--- config.mk ---
export PLATFORM = sky130hd
export DESIGN_NAME = tracking_frame_deframer_flat
export DESIGN_NICKNAME = d
export VERILOG_FILES = /design/src/rtl/tfd_pkg.sv /design/src/rtl/tfd_channels.sv /design/src/rtl/tracking_frame_deframer.sv /design/src/flat_wrapper.sv
export SDC_FILE = /design/constraint.sdc
export NUM_CORES = 1
export LEC_CHECK = 0
export BUFFER_PORTS_ARGS = -buffer_cell sky130_fd_sc_hd__buf_2
export CAP_MARGIN = 20
export CORE_MARGIN = 4
export CORE_UTILIZATION = 42
export CTS_BUF_LIST = sky130_fd_sc_hd__clkbuf_8 sky130_fd_sc_hd__clkbuf_16
export CTS_CLUSTER_DIAMETER = 120
export DETAILED_ROUTE_END_ITERATION = 8
export SETUP_SLACK_MARGIN = 0.1
export SYNTH_ARGS = -nofsm -noshare
export SYNTH_HDL_FRONTEND = slang
export SYNTH_SLANG_ARGS = --single-unit
--- constraint.sdc ---
create_clock -name clock -period 11.7 [get_ports clock]
set_clock_uncertainty 0.15 [all_clocks]
set_input_delay 0.585 -clock clock [delete_from_list [all_inputs] [get_ports clock]]
set_output_delay 0.585 -clock clock [all_outputs]
set_load 0.01 [all_outputs]
--- src/rtl/tfd_pkg.sv ---
// ---------------------------------------------------------------------------
// Tracking frame deframer package
// Shared widths, codes and defaults of the tracking frame deframer.
// ---------------------------------------------------------------------------
package tfd_pkg;

   localparam int BYTE_W         = 8;
   localparam int KIND_W         = 3;
   localparam int RECORD_W       = 13;
   localparam int OFFSET_W       = 9;
   localparam int STAMP_W        = 64;
   localparam int ERROR_W        = 3;
   localparam int LIMIT_W        = 16;
   localparam int SECTION_W      = 9;
   localparam int STAMP_BYTES    = 8;

   localparam int TRANSFORM_WORDS_DEFAULT = 16;
   localparam logic [LIMIT_W-1:0] LIMIT_RESET = 16'hFFFF;

   typedef enum logic [1:0] {
      PH_STAMP   = 2'd0,
      PH_NAME    = 2'd1,
      PH_XFORM   = 2'd2,
      PH_DISCARD = 2'd3
   } phase_type;

   typedef enum logic [KIND_W-1:0] {
      KIND_STAMP     = 3'd0,
      KIND_NAME_CHAR = 3'd1,
      KIND_NAME_END  = 3'd2,
      KIND_XFORM     = 3'd3,
      KIND_DISCARD   = 3'd4
   } kind_type;

   typedef enum logic [ERROR_W-1:0] {
      ERR_NONE       = 3'd0,
      ERR_SHORT      = 3'd1,
      ERR_ZERO_STAMP = 3'd2,
      ERR_OPEN_NAME  = 3'd3,
      ERR_CUT_XFORM  = 3'd4,
      ERR_OVER_LIMIT = 3'd5
   } error_type;

endpackage

--- src/rtl/tfd_channels.sv ---
// ---------------------------------------------------------------------------
// Tracking frame deframer channels
// Valid/ready channels for requests, results and the limit register write.
// ---------------------------------------------------------------------------
interface tfd_req_if;
   logic       valid;
   logic       ready;
   logic [7:0] payload_byte;
   logic       last_byte;

   modport source (output valid, payload_byte, last_byte, input ready);
   modport sink   (input valid, payload_byte, last_byte, output ready);
endinterface

interface tfd_rsp_if;
   logic        valid;
   logic        ready;
   logic [2:0]  byte_kind;
   logic [7:0]  byte_out;
   logic [12:0] record_index;
   logic [8:0]  transform_offset;
   logic        record_done;
   logic [63:0] timestamp;
   logic        timestamp_valid;
   logic        frame_end;
   logic [12:0] record_count;
   logic [2:0]  error_code;

   modport source (output valid, byte_kind, byte_out, record_index, transform_offset,
                   record_done, timestamp, timestamp_valid, frame_end, record_count,
                   error_code, input ready);
   modport sink   (input valid, byte_kind, byte_out, record_index, transform_offset,
                   record_done, timestamp, timestamp_valid, frame_end, record_count,
                   error_code, output ready);
endinterface

interface tfd_csr_if;
   logic        valid;
   logic        ready;
   logic [15:0] frame_byte_limit;

   modport source (output valid, frame_byte_limit, input ready);
   modport sink   (input valid, frame_byte_limit, output ready);
endinterface

--- src/rtl/tracking_frame_deframer.sv ---
// ---------------------------------------------------------------------------
// Tracking frame deframer
// Splits tracking datagrams into timestamp, record names and transform bytes.
// ---------------------------------------------------------------------------
// Every payload request yields exactly one result, in the cycle after it is
// accepted, and a new request is taken in every cycle as long as the result
// register is empty or its result is being taken in the same cycle, so the
// block sustains one byte per clock; the single result register is the only
// thing that sets this figure. The result for the last byte of a datagram
// carries the record count or the first error found, and the parser then
// starts over for the next datagram. The frame length limit register is
// always writable and should only be changed between frames.
module tracking_frame_deframer
   import tfd_pkg::*;
#(
   parameter int TRANSFORM_WORDS = TRANSFORM_WORDS_DEFAULT
) (
   input  logic      clock,
   input  logic      reset,
   tfd_req_if.sink   req_chan,
   tfd_rsp_if.source rsp_chan,
   tfd_csr_if.sink   csr_chan
);

   localparam int XFORM_BYTES = TRANSFORM_WORDS * 8;
   localparam logic [SECTION_W-1:0] XFORM_LAST = SECTION_W'(XFORM_BYTES - 1);
   localparam logic [RECORD_W-1:0]  RECORD_MAX = '1;
   localparam logic [LIMIT_W-1:0]   BYTES_MAX  = '1;

   // Parser state.
   phase_type              phase_ff, phase_in, phase_step;
   logic [SECTION_W-1:0]   section_ff, section_in, section_step;
   logic [STAMP_W-1:0]     stamp_ff, stamp_in, stamp_step, stamp_merged;
   logic [RECORD_W-1:0]    records_ff, records_in, records_step;
   logic [LIMIT_W-1:0]     bytes_ff, bytes_in;
   logic [ERROR_W-1:0]     error_ff, error_in, error_step;
   logic [LIMIT_W-1:0]     limit_ff, limit_in;

   // Result register.
   logic                   rsp_valid_ff, rsp_valid_in;
   logic [KIND_W-1:0]      kind_ff, kind_in;
   logic [BYTE_W-1:0]      byte_ff;
   logic [RECORD_W-1:0]    index_ff, index_in;
   logic [OFFSET_W-1:0]    offset_ff, offset_in;
   logic                   done_ff, done_in;
   logic [STAMP_W-1:0]     stamp_out_ff, stamp_out_in;
   logic                   stamp_ok_ff, stamp_ok_in;
   logic                   end_ff;
   logic [RECORD_W-1:0]    count_ff, count_in;
   logic [ERROR_W-1:0]     code_ff, code_in;

   logic                   accept;
   logic [BYTE_W-1:0]      data;
   logic                   last;
   logic [LIMIT_W:0]       position;
   logic                   over_limit;
   logic                   stamp_last;
   logic                   xform_last;

   assign data   = req_chan.payload_byte;
   assign last   = req_chan.last_byte;
   assign req_chan.ready = !rsp_valid_ff || rsp_chan.ready;
   assign accept = req_chan.valid && req_chan.ready;
   assign csr_chan.ready = 1'b1;

   assign position   = {1'b0, bytes_ff} + {{LIMIT_W{1'b0}}, 1'b1};
   assign over_limit = (phase_ff != PH_DISCARD) && (error_ff == ERR_NONE)
                       && (position > {1'b0, limit_ff});
   assign stamp_last = (section_ff[2:0] == 3'(STAMP_BYTES - 1));
   assign xform_last = (section_ff == XFORM_LAST);

   // The stamp arrives little-endian: each byte lands in its own lane.
   always_comb begin
      stamp_merged = stamp_ff;
      for (int i = 0; i < STAMP_BYTES; i++) begin
         if (section_ff[2:0] == 3'(i)) begin
            stamp_merged[i*BYTE_W +: BYTE_W] = stamp_ff[i*BYTE_W +: BYTE_W] | data;
         end
      end
   end

   // Next state of the parser for one request, before the end-of-frame clear.
   always_comb begin
      phase_step   = phase_ff;
      section_step = section_ff;
      stamp_step   = stamp_ff;
      records_step = records_ff;
      error_step   = error_ff;
      if (over_limit) begin
         error_step = ERR_OVER_LIMIT;
         phase_step = PH_DISCARD;
      end else begin
         case (phase_ff)
            PH_STAMP: begin
               stamp_step = stamp_merged;
               if (stamp_last) begin
                  section_step = '0;
                  if (stamp_merged == '0) begin
                     if (error_ff == ERR_NONE) error_step = ERR_ZERO_STAMP;
                     phase_step = PH_DISCARD;
                  end else begin
                     phase_step = PH_NAME;
                  end
               end else begin
                  section_step = section_ff + 1'b1;
                  if (last) begin
                     if (error_ff == ERR_NONE) error_step = ERR_SHORT;
                     phase_step = PH_DISCARD;
                  end
               end
            end
            PH_NAME: begin
               if (data != '0) begin
                  if (last) begin
                     if (error_ff == ERR_NONE) error_step = ERR_OPEN_NAME;
                     phase_step = PH_DISCARD;
                  end
               end else begin
                  section_step = '0;
                  phase_step   = PH_XFORM;
                  if (last) begin
                     if (error_ff == ERR_NONE) error_step = ERR_CUT_XFORM;
                     phase_step = PH_DISCARD;
                  end
               end
            end
            PH_XFORM: begin
               if (xform_last) begin
                  section_step = '0;
                  if (records_ff != RECORD_MAX) records_step = records_ff + 1'b1;
                  phase_step = PH_NAME;
               end else begin
                  section_step = section_ff + 1'b1;
                  if (last) begin
                     if (error_ff == ERR_NONE) error_step = ERR_CUT_XFORM;
                     phase_step = PH_DISCARD;
                  end
               end
            end
            default: begin
            end
         endcase
      end
   end

   // State registers load on an accepted request; the last byte clears the frame.
   always_comb begin
      phase_in   = phase_ff;
      section_in = section_ff;
      stamp_in   = stamp_ff;
      records_in = records_ff;
      bytes_in   = bytes_ff;
      error_in   = error_ff;
      limit_in   = csr_chan.valid ? csr_chan.frame_byte_limit : limit_ff;
      if (accept) begin
         if (last) begin
            phase_in   = PH_STAMP;
            section_in = '0;
            stamp_in   = '0;
            records_in = '0;
            bytes_in   = '0;
            error_in   = ERR_NONE;
         end else begin
            phase_in   = phase_step;
            section_in = section_step;
            stamp_in   = stamp_step;
            records_in = records_step;
            bytes_in   = (bytes_ff == BYTES_MAX) ? bytes_ff : position[LIMIT_W-1:0];
            error_in   = error_step;
         end
      end
   end

   // Result fields for the request being accepted.
   always_comb begin
      kind_in      = KIND_DISCARD;
      index_in     = '0;
      offset_in    = '0;
      done_in      = 1'b0;
      stamp_out_in = '0;
      stamp_ok_in  = 1'b0;
      if (!over_limit) begin
         case (phase_ff)
            PH_STAMP: begin
               kind_in = KIND_STAMP;
               if (stamp_last && (stamp_merged != '0)) begin
                  stamp_ok_in  = 1'b1;
                  stamp_out_in = stamp_merged;
               end
            end
            PH_NAME: begin
               kind_in  = (data != '0) ? KIND_NAME_CHAR : KIND_NAME_END;
               index_in = records_ff;
            end
            PH_XFORM: begin
               kind_in   = KIND_XFORM;
               index_in  = records_ff;
               offset_in = OFFSET_W'(section_ff);
               done_in   = xform_last;
            end
            default: begin
            end
         endcase
      end
      count_in = (last && (error_step == ERR_NONE)) ? records_step : '0;
      code_in  = last ? error_step : ERR_NONE;
   end

   assign rsp_valid_in = accept || (rsp_valid_ff && !rsp_chan.ready);

   always_ff @(posedge clock) begin
      if (reset) begin
         phase_ff     <= PH_STAMP;
         section_ff   <= '0;
         stamp_ff     <= '0;
         records_ff   <= '0;
         bytes_ff     <= '0;
         error_ff     <= ERR_NONE;
         limit_ff     <= LIMIT_RESET;
         rsp_valid_ff <= 1'b0;
      end else begin
         phase_ff     <= phase_in;
         section_ff   <= section_in;
         stamp_ff     <= stamp_in;
         records_ff   <= records_in;
         bytes_ff     <= bytes_in;
         error_ff     <= error_in;
         limit_ff     <= limit_in;
         rsp_valid_ff <= rsp_valid_in;
      end
   end

   always_ff @(posedge clock) begin
      if (accept) begin
         kind_ff      <= kind_in;
         byte_ff      <= data;
         index_ff     <= index_in;
         offset_ff    <= offset_in;
         done_ff      <= done_in;
         stamp_out_ff <= stamp_out_in;
         stamp_ok_ff  <= stamp_ok_in;
         end_ff       <= last;
         count_ff     <= count_in;
         code_ff      <= code_in;
      end
   end

   assign rsp_chan.valid            = rsp_valid_ff;
   assign rsp_chan.byte_kind        = kind_ff;
   assign rsp_chan.byte_out         = byte_ff;
   assign rsp_chan.record_index     = index_ff;
   assign rsp_chan.transform_offset = offset_ff;
   assign rsp_chan.record_done      = done_ff;
   assign rsp_chan.timestamp        = stamp_out_ff;
   assign rsp_chan.timestamp_valid  = stamp_ok_ff;
   assign rsp_chan.frame_end        = end_ff;
   assign rsp_chan.record_count     = count_ff;
   assign rsp_chan.error_code       = code_ff;

endmodule

--- src/flat_wrapper.sv ---
// flat-port wrapper written by rule: the top's interface ports become plain ports
module tracking_frame_deframer_flat import tfd_pkg::*;
#(
   parameter int TRANSFORM_WORDS = TRANSFORM_WORDS_DEFAULT
)
  (clock, reset, req_chan_valid, req_chan_payload_byte, req_chan_last_byte, req_chan_ready, rsp_chan_valid, rsp_chan_byte_kind, rsp_chan_byte_out, rsp_chan_record_index, rsp_chan_transform_offset, rsp_chan_record_done, rsp_chan_timestamp, rsp_chan_timestamp_valid, rsp_chan_frame_end, rsp_chan_record_count, rsp_chan_error_code, rsp_chan_ready, csr_chan_valid, csr_chan_frame_byte_limit, csr_chan_ready);
  tfd_req_if req_chan_i ();
  tfd_rsp_if rsp_chan_i ();
  tfd_csr_if csr_chan_i ();
  input  logic clock;
  input  logic reset;
  input wire logic [$bits(req_chan_i.valid)-1:0] req_chan_valid;
  input wire logic [$bits(req_chan_i.payload_byte)-1:0] req_chan_payload_byte;
  input wire logic [$bits(req_chan_i.last_byte)-1:0] req_chan_last_byte;
  output wire logic [$bits(req_chan_i.ready)-1:0] req_chan_ready;
  output wire logic [$bits(rsp_chan_i.valid)-1:0] rsp_chan_valid;
  output wire logic [$bits(rsp_chan_i.byte_kind)-1:0] rsp_chan_byte_kind;
  output wire logic [$bits(rsp_chan_i.byte_out)-1:0] rsp_chan_byte_out;
  output wire logic [$bits(rsp_chan_i.record_index)-1:0] rsp_chan_record_index;
  output wire logic [$bits(rsp_chan_i.transform_offset)-1:0] rsp_chan_transform_offset;
  output wire logic [$bits(rsp_chan_i.record_done)-1:0] rsp_chan_record_done;
  output wire logic [$bits(rsp_chan_i.timestamp)-1:0] rsp_chan_timestamp;
  output wire logic [$bits(rsp_chan_i.timestamp_valid)-1:0] rsp_chan_timestamp_valid;
  output wire logic [$bits(rsp_chan_i.frame_end)-1:0] rsp_chan_frame_end;
  output wire logic [$bits(rsp_chan_i.record_count)-1:0] rsp_chan_record_count;
  output wire logic [$bits(rsp_chan_i.error_code)-1:0] rsp_chan_error_code;
  input wire logic [$bits(rsp_chan_i.ready)-1:0] rsp_chan_ready;
  input wire logic [$bits(csr_chan_i.valid)-1:0] csr_chan_valid;
  input wire logic [$bits(csr_chan_i.frame_byte_limit)-1:0] csr_chan_frame_byte_limit;
  output wire logic [$bits(csr_chan_i.ready)-1:0] csr_chan_ready;
  assign req_chan_i.valid = req_chan_valid;
  assign req_chan_i.payload_byte = req_chan_payload_byte;
  assign req_chan_i.last_byte = req_chan_last_byte;
  assign req_chan_ready = req_chan_i.ready;
  assign rsp_chan_valid = rsp_chan_i.valid;
  assign rsp_chan_byte_kind = rsp_chan_i.byte_kind;
  assign rsp_chan_byte_out = rsp_chan_i.byte_out;
  assign rsp_chan_record_index = rsp_chan_i.record_index;
  assign rsp_chan_transform_offset = rsp_chan_i.transform_offset;
  assign rsp_chan_record_done = rsp_chan_i.record_done;
  assign rsp_chan_timestamp = rsp_chan_i.timestamp;
  assign rsp_chan_timestamp_valid = rsp_chan_i.timestamp_valid;
  assign rsp_chan_frame_end = rsp_chan_i.frame_end;
  assign rsp_chan_record_count = rsp_chan_i.record_count;
  assign rsp_chan_error_code = rsp_chan_i.error_code;
  assign rsp_chan_i.ready = rsp_chan_ready;
  assign csr_chan_i.valid = csr_chan_valid;
  assign csr_chan_i.frame_byte_limit = csr_chan_frame_byte_limit;
  assign csr_chan_ready = csr_chan_i.ready;
  tracking_frame_deframer #(.TRANSFORM_WORDS(TRANSFORM_WORDS)) u_core (.clock(clock), .reset(reset), .req_chan(req_chan_i), .rsp_chan(rsp_chan_i), .csr_chan(csr_chan_i));
endmodule
Word-level counts from Yosys, hierarchy flattened
Cells that the tools add are included.
W data, S select, Z words.
- add/sub/neg operators: 3
- order comparisons: 1
- equal/unequal tests: 19
- mux-type cells: 48
- bitwise operators: 12
- reductions and logical operators: 29
- operator list (operator ; count):
    $mux W64 ; 3
    $mux W13 ; 5
    $logic_not A64 Y1 ; 1
    $mux W8 ; 8
    $or A8 B8 Y8 ; 8
    $reduce_bool A64 Y1 ; 1
    $mux W9 ; 5
    $mux W3 ; 13
    $mux W16 ; 2
    $pmux W9 S3 ; 1
    $pmux W3 S3 ; 2
    $add A16 B1 Y17 const B ; 1
    $gt A17 B16 Y1 ; 1
    $eq A16 B16 Y1 const B ; 1
    $mux W2 ; 7
    $add A13 B1 Y13 const B ; 1
    $ne A13 B13 Y1 const B ; 1
    $eq A3 B3 Y1 const B ; 4
    $add A9 B1 Y9 const B ; 1
    $eq A9 B7 Y1 const B ; 1
    $logic_not A3 Y1 ; 3
    $ne A4 B2 Y1 const B ; 2
    $reduce_bool A8 Y1 ; 1
    $reduce_or A2 Y1 ; 4
    other kinds (22) ; 35
- register bits: 240
- bits of input ports: 30
- output and inout bits: 119
- word-level logic and storage cells: 130

Logic depth before layout (Yosys ltp)
Gate-level depths: netlist of run 1.
- depth in word-level cells: 9
- mapped depth: 17
- gate-level depth less buffers: 13

Least setup slack after synthesis of run 1
Ideal clock, no wire load.
- path kind: input to register
- from: input rsp_chan_ready
- to: register u_core.section_ff[6]
- setup time: 0.143 ns
- arrival: 6.092 ns
- required time: 11.407 ns
- slack: 5.315 ns
- cell stages on the path: 7
- path buffers: 1
- cell sequence: nand2b_1 -> nand2_1 -> inv_1 -> clkbuf_1 -> o21ai_0 -> o21ai_0 -> o221ai_1
- word-level cells in the longest chain between the ends: 3
- RTL lines (item ; RTL line ; source):
    start: declaration ; flat_wrapper.sv:27 ; input wire logic [$bits(rsp_chan_i.ready)-1:0] rsp_chan_ready;
    $logic_or A1 B1 Y1 ; tracking_frame_deframer.sv:62 ; assign req_chan.ready = !rsp_valid_ff || rsp_chan.ready;
    $logic_and A1 B1 Y1 ; tracking_frame_deframer.sv:63 ; assign accept = req_chan.valid && req_chan.ready;
    named net u_core.accept ; tracking_frame_deframer.sv:52 ; logic accept;
    $reduce_and A4 Y1 (no line) ; -- ;
    end signal: assignment ; tracking_frame_deframer.sv:223 ; section_ff <= section_in;
    end: declaration ; tracking_frame_deframer.sv:32 ; logic [SECTION_W-1:0] section_ff, section_in, section_step;
The timed path passes the listed nets, and every way through them passes these cells.
A chain may end at the register's enable or synchronous reset.

Worst setup path in the final report of run 1
- from: register u_core.bytes_ff[0]
- to: register u_core.stamp_out_ff[60], in the netlist u_core.rsp_chan.timestamp[60], data pin
- word-level cells in the longest chain between the ends: 4
- RTL lines (item ; RTL line ; source):
    start: declaration ; tracking_frame_deframer.sv:35 ; logic [LIMIT_W-1:0] bytes_ff, bytes_in;
    start signal: assignment ; tracking_frame_deframer.sv:226 ; bytes_ff <= bytes_in;
    $add A16 B1 Y17 ; tracking_frame_deframer.sv:66 ; assign position = {1'b0, bytes_ff} + {{LIMIT_W{1'b0}}, 1'b1};
    $gt A17 B16 Y1 ; tracking_frame_deframer.sv:68 ; && (position > {1'b0, limit_ff});
    $logic_and A1 B1 Y1 ; tracking_frame_deframer.sv:68 ;
    $reduce_or A3 Y1 (no line) ; -- ;
    end signal: assignment ; tracking_frame_deframer.sv:240 ; stamp_out_ff <= stamp_out_in;
    end: declaration ; tracking_frame_deframer.sv:46 ; logic [STAMP_W-1:0] stamp_out_ff, stamp_out_in;
Every way passes these cells.

==> results.json, run 1 <==
{
  "cts-buffers-inserted": 25,
  "holdCritPathClass": "in2reg",
  "die-width_um": 171,
  "use_met2": 0.294,
  "layout-drive-gt1-share": 0.186,
  "post_cts_resize_count": 0,
  "start_util": 0.428,
  "dp_slack_ns": 6.14,
  "ios": 149,
  "root_buffer": "sky130_fd_sc_hd__clkbuf_16",
  "groute.usage.overall": 0.197,
  "multi_input_comb_area_um2": 4640,
  "grt_util_met1": 0.291,
  "place.port_buffers": 147,
  "grt_peak_use_layer": "met2",
  "netlist_cell_types": 79,
  "peakVddDrop_v": 0.0000903,
  "numClockSinks": 240,
  "route.detailed.drc": 0,
  "postRouteWirelength_um": 30100,
  "timing_hold_violations_final": 0,
  "slew_viol_final": 0,
  "yosysWarningCount": 0,
  "total_leakage_power_nw": 4.86,
  "synth_area_per_cell_um2": 10.1,
  "filler_cell_count": 2457,
  "startpoint_type": "register",
  "async_reset_ff_frac": 0,
  "fin_crit_ns": 5.66,
  "powerDensity_nw_per_um2": 141,
  "std_cell_rows": 59,
  "maxCapViolCount": 0,
  "stdcell_count": 1547,
  "first_iter_violations": 904,
  "syn_inst": 1100,
  "pin_count_of_the_biggest_net_entering_global_routing": 77,
  "synthFlopType": "sky130_fd_sc_hd__dfxtp_1",
  "synthesis.area_um2": 11100,
  "finalCritPeriodShare": 0.484,
  "rsz0062_at_grt": "false",
  "worstSetupPathType": "reg2reg",
  "setup-violations-final": 0,
  "mappedNetlistNets": 1159,
  "maxClockFrequency_mhz": 177,
  "ctsLongestPathBuffers": 3,
  "holdBufCountCts": 0,
  "endpoint_kind": "register",
  "gp_routability_congestion": 0.905,
  "cts_tree": "yes",
  "area_delta_synth_final_pct": 14.3,
  "tns_ns": 0,
  "first_global_vias": 8326,
  "synth_sequential_area_ratio": 0.535,
  "post-place-cells": 1501,
  "path_clk_slew_ns": 0.06,
  "die_area_um2": 29200,
  "grt_first_pass_wirelength_um": 46600,
  "worst-path-max-fanout": 76,
  "grt-ovfl-total": 0,
  "hpwlAfterDp_um": 20200,
  "ctsHtreeMaxLevel": 1,
  "avgViaCountPerCell": 5.79,
  "max_slew_margin": 0.308,
  "timing_worst_slew_pin_value_ns": 1.03,
  "first_pass_iters": 5,
  "num_antenna_cells": 0,
  "antenna_found_initial": 0,
  "regArea_um2": 5970,
  "dr_total_vias": 8956,
  "postCtsSetupRepairBufs": 0,
  "detail_route.wl_per_cell_um": 19.4,
  "synth-edff-count": 116,
  "setup_slack_ns": 6.04,
  "chipHeight_um": 171,
  "reg2reg_setup_slack_ns": 6.04,
  "yosys_register_bits": 240,
  "core_area_um2": 26100,
  "postRouteAntennaNets": 0,
  "critical_path_required_ns": 11.94,
  "globalRouteMet3Util": 0.0444,
  "crit_arrival_ns": 5.90,
  "status": "finished, final reports clean",
  "layout.nets": 1252,
  "clk_latency_ns": 0.54
}
## path summary, 6_finish.rpt
kind	start	endpoint	cells past startpoint
setup / recovery	u_core.bytes_ff[0]	u_core.rsp_chan.timestamp[60]	14
hold / removal	csr_chan_frame_byte_limit[9]	u_core.limit_ff[9]	3
setup reg to reg	u_core.bytes_ff[0]	u_core.rsp_chan.timestamp[60]	14
hold reg to reg	u_core.stamp_ff[42]	u_core.stamp_ff[42]	2
## per-layer routing
metal | vias to the layer above | part of all wire
met5 | - | 0
met3 | 47 | 0.085
met4 | 0 | 0.017
li1 | 4276 | -
met2 | 351 | 0.43
met1 | 4282 | 0.47
## cell usage in the layout, fill, tap and decap left out, types with 5 or more instances in the layout
| cell | netlist | final |
|---|---|---|
| sky130_fd_sc_hd__nor2_1 | 151 | 151 |
| sky130_fd_sc_hd__buf_2 | 9 | 147 |
| sky130_fd_sc_hd__dfxtp_1 | 124 | 124 |
| sky130_fd_sc_hd__edfxtp_1 | 116 | 116 |
| sky130_fd_sc_hd__a21oi_1 | 104 | 104 |
| sky130_fd_sc_hd__nand2_1 | 58 | 58 |
| sky130_fd_sc_hd__a32oi_1 | 47 | 47 |
| sky130_fd_sc_hd__inv_1 | 35 | 41 |
| sky130_fd_sc_hd__and3_1 | 36 | 36 |
| sky130_fd_sc_hd__ha_1 | 29 | 29 |
| sky130_fd_sc_hd__clkbuf_16 | 0 | 25 |
| sky130_fd_sc_hd__o21ai_0 | 24 | 23 |
| sky130_fd_sc_hd__nand3_1 | 22 | 22 |
| sky130_fd_sc_hd__xnor2_1 | 18 | 18 |
| sky130_fd_sc_hd__o211ai_1 | 17 | 17 |
| sky130_fd_sc_hd__nor3_1 | 16 | 16 |
| sky130_fd_sc_hd__and2_1 | 16 | 16 |
| sky130_fd_sc_hd__nand4_1 | 15 | 15 |
| sky130_fd_sc_hd__a32o_1 | 15 | 15 |
| sky130_fd_sc_hd__nor4_1 | 14 | 14 |
| sky130_fd_sc_hd__nor3_2 | 11 | 11 |
| sky130_fd_sc_hd__or4_1 | 9 | 9 |
| sky130_fd_sc_hd__buf_4 | 9 | 9 |
| sky130_fd_sc_hd__a22o_1 | 8 | 8 |
| sky130_fd_sc_hd__nand2b_1 | 7 | 7 |
| sky130_fd_sc_hd__a211oi_1 | 7 | 7 |
| sky130_fd_sc_hd__a31oi_1 | 7 | 7 |
| sky130_fd_sc_hd__or3_1 | 6 | 6 |
| sky130_fd_sc_hd__a22oi_1 | 6 | 6 |
| sky130_fd_sc_hd__nand3b_1 | 6 | 6 |
| sky130_fd_sc_hd__nor2b_1 | 5 | 5 |
| sky130_fd_sc_hd__o31ai_1 | 5 | 5 |
| sky130_fd_sc_hd__clkinv_2 | 0 | 5 |
## cells by family (layout without fill, tap and decap cells)
kind of cell | Yosys count | after routing | share of synthesized area
AND/OR/NAND/NOR | 394 | 394 | 0.180
AO/OA/AOI/OAI | 286 | 286 | 0.183
flip-flops | 240 | 240 | 0.535
buffers and inverters | 126 | 238 | 0.0493
adder cells (fa/ha/maj) | 29 | 29 | 0.0325
XOR/XNOR | 22 | 22 | 0.0173
multiplexers | 2 | 2 | 0.00180
other | 1 | 1 | 0.000336
## power breakdown
group | total (mW) | internal [mW] | switching, mW
Sequential | 0.913 | 0.905 | 0.00803
Clock | 0.759 | 0.426 | 0.334
Combinational | 0.126 | 0.0366 | 0.0898
Total | 1.80 | 1.37 | 0.431
## worst max-delay path, cell delays in order (launching register included)
cell,delay (ns)
sky130_fd_sc_hd__dfxtp_1,0.42
sky130_fd_sc_hd__ha_1,0.26
sky130_fd_sc_hd__and3_1,0.31
sky130_fd_sc_hd__and3_1,0.26
sky130_fd_sc_hd__xor2_1,0.18
sky130_fd_sc_hd__ha_1,0.28
sky130_fd_sc_hd__a211oi_1,0.21
sky130_fd_sc_hd__nor2_1,0.07
sky130_fd_sc_hd__a2111oi_1,0.58
sky130_fd_sc_hd__nand2b_1,0.30
sky130_fd_sc_hd__a21o_2,0.15
sky130_fd_sc_hd__buf_4,0.60
sky130_fd_sc_hd__nand4b_1,0.93
sky130_fd_sc_hd__buf_4,0.59
sky130_fd_sc_hd__nor2_1,0.18
## Yosys cell counts (5+ instances only)
| library cell | instances | share of area |
|---|---|---|
| sky130_fd_sc_hd__nor2_1 | 151 | 0.051 |
| sky130_fd_sc_hd__dfxtp_1 | 124 | 0.22 |
| sky130_fd_sc_hd__edfxtp_1 | 116 | 0.31 |
| sky130_fd_sc_hd__a21oi_1 | 104 | 0.047 |
| sky130_fd_sc_hd__clkbuf_1 | 61 | 0.021 |
| sky130_fd_sc_hd__nand2_1 | 58 | 0.020 |
| sky130_fd_sc_hd__a32oi_1 | 47 | 0.037 |
| sky130_fd_sc_hd__and3_1 | 36 | 0.020 |
| sky130_fd_sc_hd__inv_1 | 35 | 0.012 |
| sky130_fd_sc_hd__ha_1 | 29 | 0.033 |
| sky130_fd_sc_hd__o21ai_0 | 24 | 0.011 |
| sky130_fd_sc_hd__nand3_1 | 22 | 0.0099 |
| sky130_fd_sc_hd__xnor2_1 | 18 | 0.014 |
| sky130_fd_sc_hd__o211ai_1 | 17 | 0.011 |
| sky130_fd_sc_hd__and2_1 | 16 | 0.0090 |
| sky130_fd_sc_hd__nor3_1 | 16 | 0.0072 |
| sky130_fd_sc_hd__a32o_1 | 15 | 0.013 |
| sky130_fd_sc_hd__nand4_1 | 15 | 0.0084 |
| sky130_fd_sc_hd__nor4_1 | 14 | 0.0079 |
| sky130_fd_sc_hd__nor3_2 | 11 | 0.0099 |
| sky130_fd_sc_hd__buf_2 | 9 | 0.0040 |
| sky130_fd_sc_hd__buf_4 | 9 | 0.0061 |
| sky130_fd_sc_hd__or4_1 | 9 | 0.0061 |
| sky130_fd_sc_hd__a22o_1 | 8 | 0.0063 |
| sky130_fd_sc_hd__a211oi_1 | 7 | 0.0047 |
| sky130_fd_sc_hd__a31oi_1 | 7 | 0.0039 |
| sky130_fd_sc_hd__nand2b_1 | 7 | 0.0039 |
| sky130_fd_sc_hd__a22oi_1 | 6 | 0.0040 |
| sky130_fd_sc_hd__buf_1 | 6 | 0.0020 |
| sky130_fd_sc_hd__nand3b_1 | 6 | 0.0040 |
| sky130_fd_sc_hd__or3_1 | 6 | 0.0034 |
| sky130_fd_sc_hd__a21o_1 | 5 | 0.0034 |
| sky130_fd_sc_hd__nor2b_1 | 5 | 0.0028 |
| sky130_fd_sc_hd__o31ai_1 | 5 | 0.0034 |
## state kept, by name (all words and copies together), names as in the netlist, 3 cells and up
signal and cells:
u_core.rsp_chan.record_count 13, u_core.section_ff 9, u_core.stamp_ff 64, u_core.records_ff 13, u_core.rsp_chan.record_index 13, u_core.rsp_chan.byte_out 8, u_core.bytes_ff 16, u_core.error_ff 3
u_core.rsp_chan.byte_kind 3, u_core.rsp_chan.timestamp 64, u_core.rsp_chan.error_code 3, u_core.rsp_chan.transform_offset 9, u_core.limit_ff 16
## per-stage QoR
stage                util  area [µm²]  hold slack, ns  power [mW]
floorplan               -       11100           0.276        1.01
global placement    0.459       12000           0.286        1.06
detailed placement  0.459       12000           0.296        1.06
CTS                 0.489       12700          0.0971        1.82
global route        0.489       12700           0.105        1.87
finish              0.489       12700           0.117        1.80
## layout make-up
cell class              instances  area share
flip-flops and latches        240       0.468
multi-input cells             734       0.364
repair buffers                156      0.0630
clock buffers                  27      0.0513
well taps                     335      0.0329
inverters                      36      0.0108
clock inverters                19     0.00992
Power figures use the tool's default switching activity.
==> run 2, diff against run 1 <==
Clock period 11.7 ns to 5.2 ns, I/O delays scaled along.
==> run 2 against run 1 <==
  * Sequential cell count did not move
  * Highest routed layer unchanged
  * Total power rose by 130%
  * Global-route usage rose by 0.49 points
  * Worst hold slack got worse by 0.082 ns
==> results.json, run 2 (synthesis gave the netlist of run 1 again) <==
{
  "route.detailed.drc": 0,
  "postRouteWirelength_um": 30700,
  "first_iter_violations": 800,
  "std_cell_rows": 59,
  "hpwlAfterDp_um": 20100,
  "finalCritPeriodShare": 0.856,
  "peakVddDrop_v": 0.000201,
  "numClockSinks": 240,
  "reg2reg_to": "u_core.rsp_chan.record_count[3]",
  "rsz0062_at_grt": "false",
  "power.total_mw": 4.17,
  "grt_first_pass_wirelength_um": 47500,
  "stdcell_count": 1567,
  "detail_route.wl_per_cell_um": 19.6,
  "path_clk_slew_ns": 0.06,
  "clk_latency_ns": 0.54,
  "layout-drive-gt1-share": 0.189,
  "area_delta_synth_final_pct": 16.7,
  "die_area_um2": 29200,
  "layout.core_utilization": 0.499,
  "timing.critical_path.cells": "ha_1, and3_1, and3_1, xor2_1, ha_1, a211oi_1, nor2_1, a2111oi_1, nand2b_1, a21o_2, buf_4, nand2_1, a211oi_1",
  "pin_count_of_the_biggest_net_entering_global_routing": 66,
  "wl_met1_um": 14100,
  "most-common-layout-cells": "151 x sky130_fd_sc_hd__nor2_1, 147 x sky130_fd_sc_hd__buf_2, 124 x sky130_fd_sc_hd__dfxtp_1",
  "gp_routability_congestion": 0.867,
  "cts_tree": "yes",
  "max_slew_margin": 0.385,
  "die-width_um": 171,
  "tns_ns": 0,
  "powerDensity_nw_per_um2": 321,
  "crit_arrival_ns": 4.65,
  "groute.usage.overall": 0.202,
  "total_leakage_power_nw": 4.97,
  "critical_path_required_ns": 5.40,
  "antenna_found_initial": 0,
  "timing_hold_violations_final": 0,
  "ctsHtreeMaxLevel": 1,
  "critPathSlowestCell": "sky130_fd_sc_hd__a2111oi_1",
  "timing_worst_slew_pin_value_ns": 0.919,
  "status": "finished, final reports clean",
  "rr_worst_depth": 13,
  "dr_total_vias": 9048,
  "grt-ovfl-total": 0,
  "worst-path-max-fanout": 28,
  "setup-violations-final": 0,
  "maxCapViolCount": 0,
  "postRouteAntennaNets": 0,
  "num_antenna_cells": 0,
  "first_pass_iters": 5,
  "core_area_um2": 26100,
  "holdCritPathClass": "in2reg",
  "maxClockFrequency_mhz": 225,
  "postCtsSetupRepairBufs": 0,
  "avgViaCountPerCell": 5.77,
  "ctsLongestPathBuffers": 3,
  "final_common_cell": "sky130_fd_sc_hd__nor2_1",
  "layout.nets": 1271,
  "hp-start": "req_chan_payload_byte[0]",
  "start_util": 0.428,
  "endpoint_kind": "register",
  "top_layer_used": "met4",
  "final.hold.worst_slack_ns": 0.0353,
  "crit_path_max_incr_delay_ns": 0.62,
  "first_global_vias": 8516,
  "post-place-cells": 1501,
  "slew_viol_final": 0,
  "root_buffer": "sky130_fd_sc_hd__clkbuf_16",
  "startpoint_type": "register",
  "wl_met3_um": 2690,
  "worstSetupPathType": "reg2reg",
  "hold-path-endpoint": "u_core.rsp_chan.byte_out[0]",
  "cts-buffers-inserted": 26,
  "dr_wl_met2_um": 13300,
  "post_cts_resize_count": 0,
  "ios": 149,
  "worstReg2RegStart": "u_core.bytes_ff[0]",
  "chipHeight_um": 171,
  "place.port_buffers": 147,
  "reg2reg_setup_slack_ns": 0.75,
  "holdPathStages": 1,
  "fin_crit_ns": 4.45
}
-- run 2: cell types whose count changed in the layout (fill, tap and decap cells not counted), sizes merged --
cell	delta
bufinv	-1
clkinvlp	+1
clkbuf	+7
clkinv	-1
inv	-4
dlygate4sd3	+18
-- run 2: worst max path at each step --
stage	startpoint	endpoint	cells past startpoint
floorplan	u_core.rsp_chan.valid	u_core.section_ff[6]	7
global placement	u_core.bytes_ff[0]	u_core.rsp_chan.record_count[11]	13
detailed placement	u_core.bytes_ff[0]	u_core.rsp_chan.record_count[3]	13
CTS	u_core.bytes_ff[0]	u_core.rsp_chan.record_count[3]	13
global route	u_core.bytes_ff[0]	u_core.rsp_chan.record_count[11]	12
finish	u_core.bytes_ff[0]	u_core.rsp_chan.record_count[3]	13
-- run 2: layer usage --
metal,GRT usage,vias up
li1,-,4313
met1,0.297,4314
met2,0.305,365
met3,0.0425,56
met4,0.0503,0
met5,0,-
-- run 2: repair_timing --
action,in CTS,in global routing
hold endpoints to repair,17,0
hold buffers,18,0
endpoints found under the setup margin,0,0
-- run 2: layout make-up --
type,count,area (µm²)
Fill cell,2414,13100
Sequential cell,240,5970
Multi-Input combinational cell,734,4640
Timing Repair Buffer,174,983
Clock buffer,34,783
Tap cell,335,419
Inverter,36,138
Clock inverter,14,78.8
-- run 2: power breakdown --
part	switching [mW]	total, mW	internal, mW
registers	0.0184	2.05	2.04
clock network	0.766	1.82	1.06
logic	0.204	0.295	0.0906
-- run 2: critical path: cells and delay by family, from the launching register on --
| family | cells | cell delay, ns |
|---|---|---|
| compound gates | 4 | 1.38 |
| xor+xnor | 1 | 0.16 |
| fa+ha+maj | 2 | 0.53 |
| buf+inv | 1 | 0.27 |
| flops | 1 | 0.41 |
| simple gates | 5 | 1.35 |
-- run 2: stage by stage --
step | setup WS (ns) | cell area (µm²)
3_5_place_dp | 0.760 | 12000
5_1_grt | 0.327 | 13000
4_1_cts | 0.737 | 13000
6_report | 0.749 | 13000
2_1_floorplan | 1.37 | 11200
3_3_place_gp | 0.823 | 12000
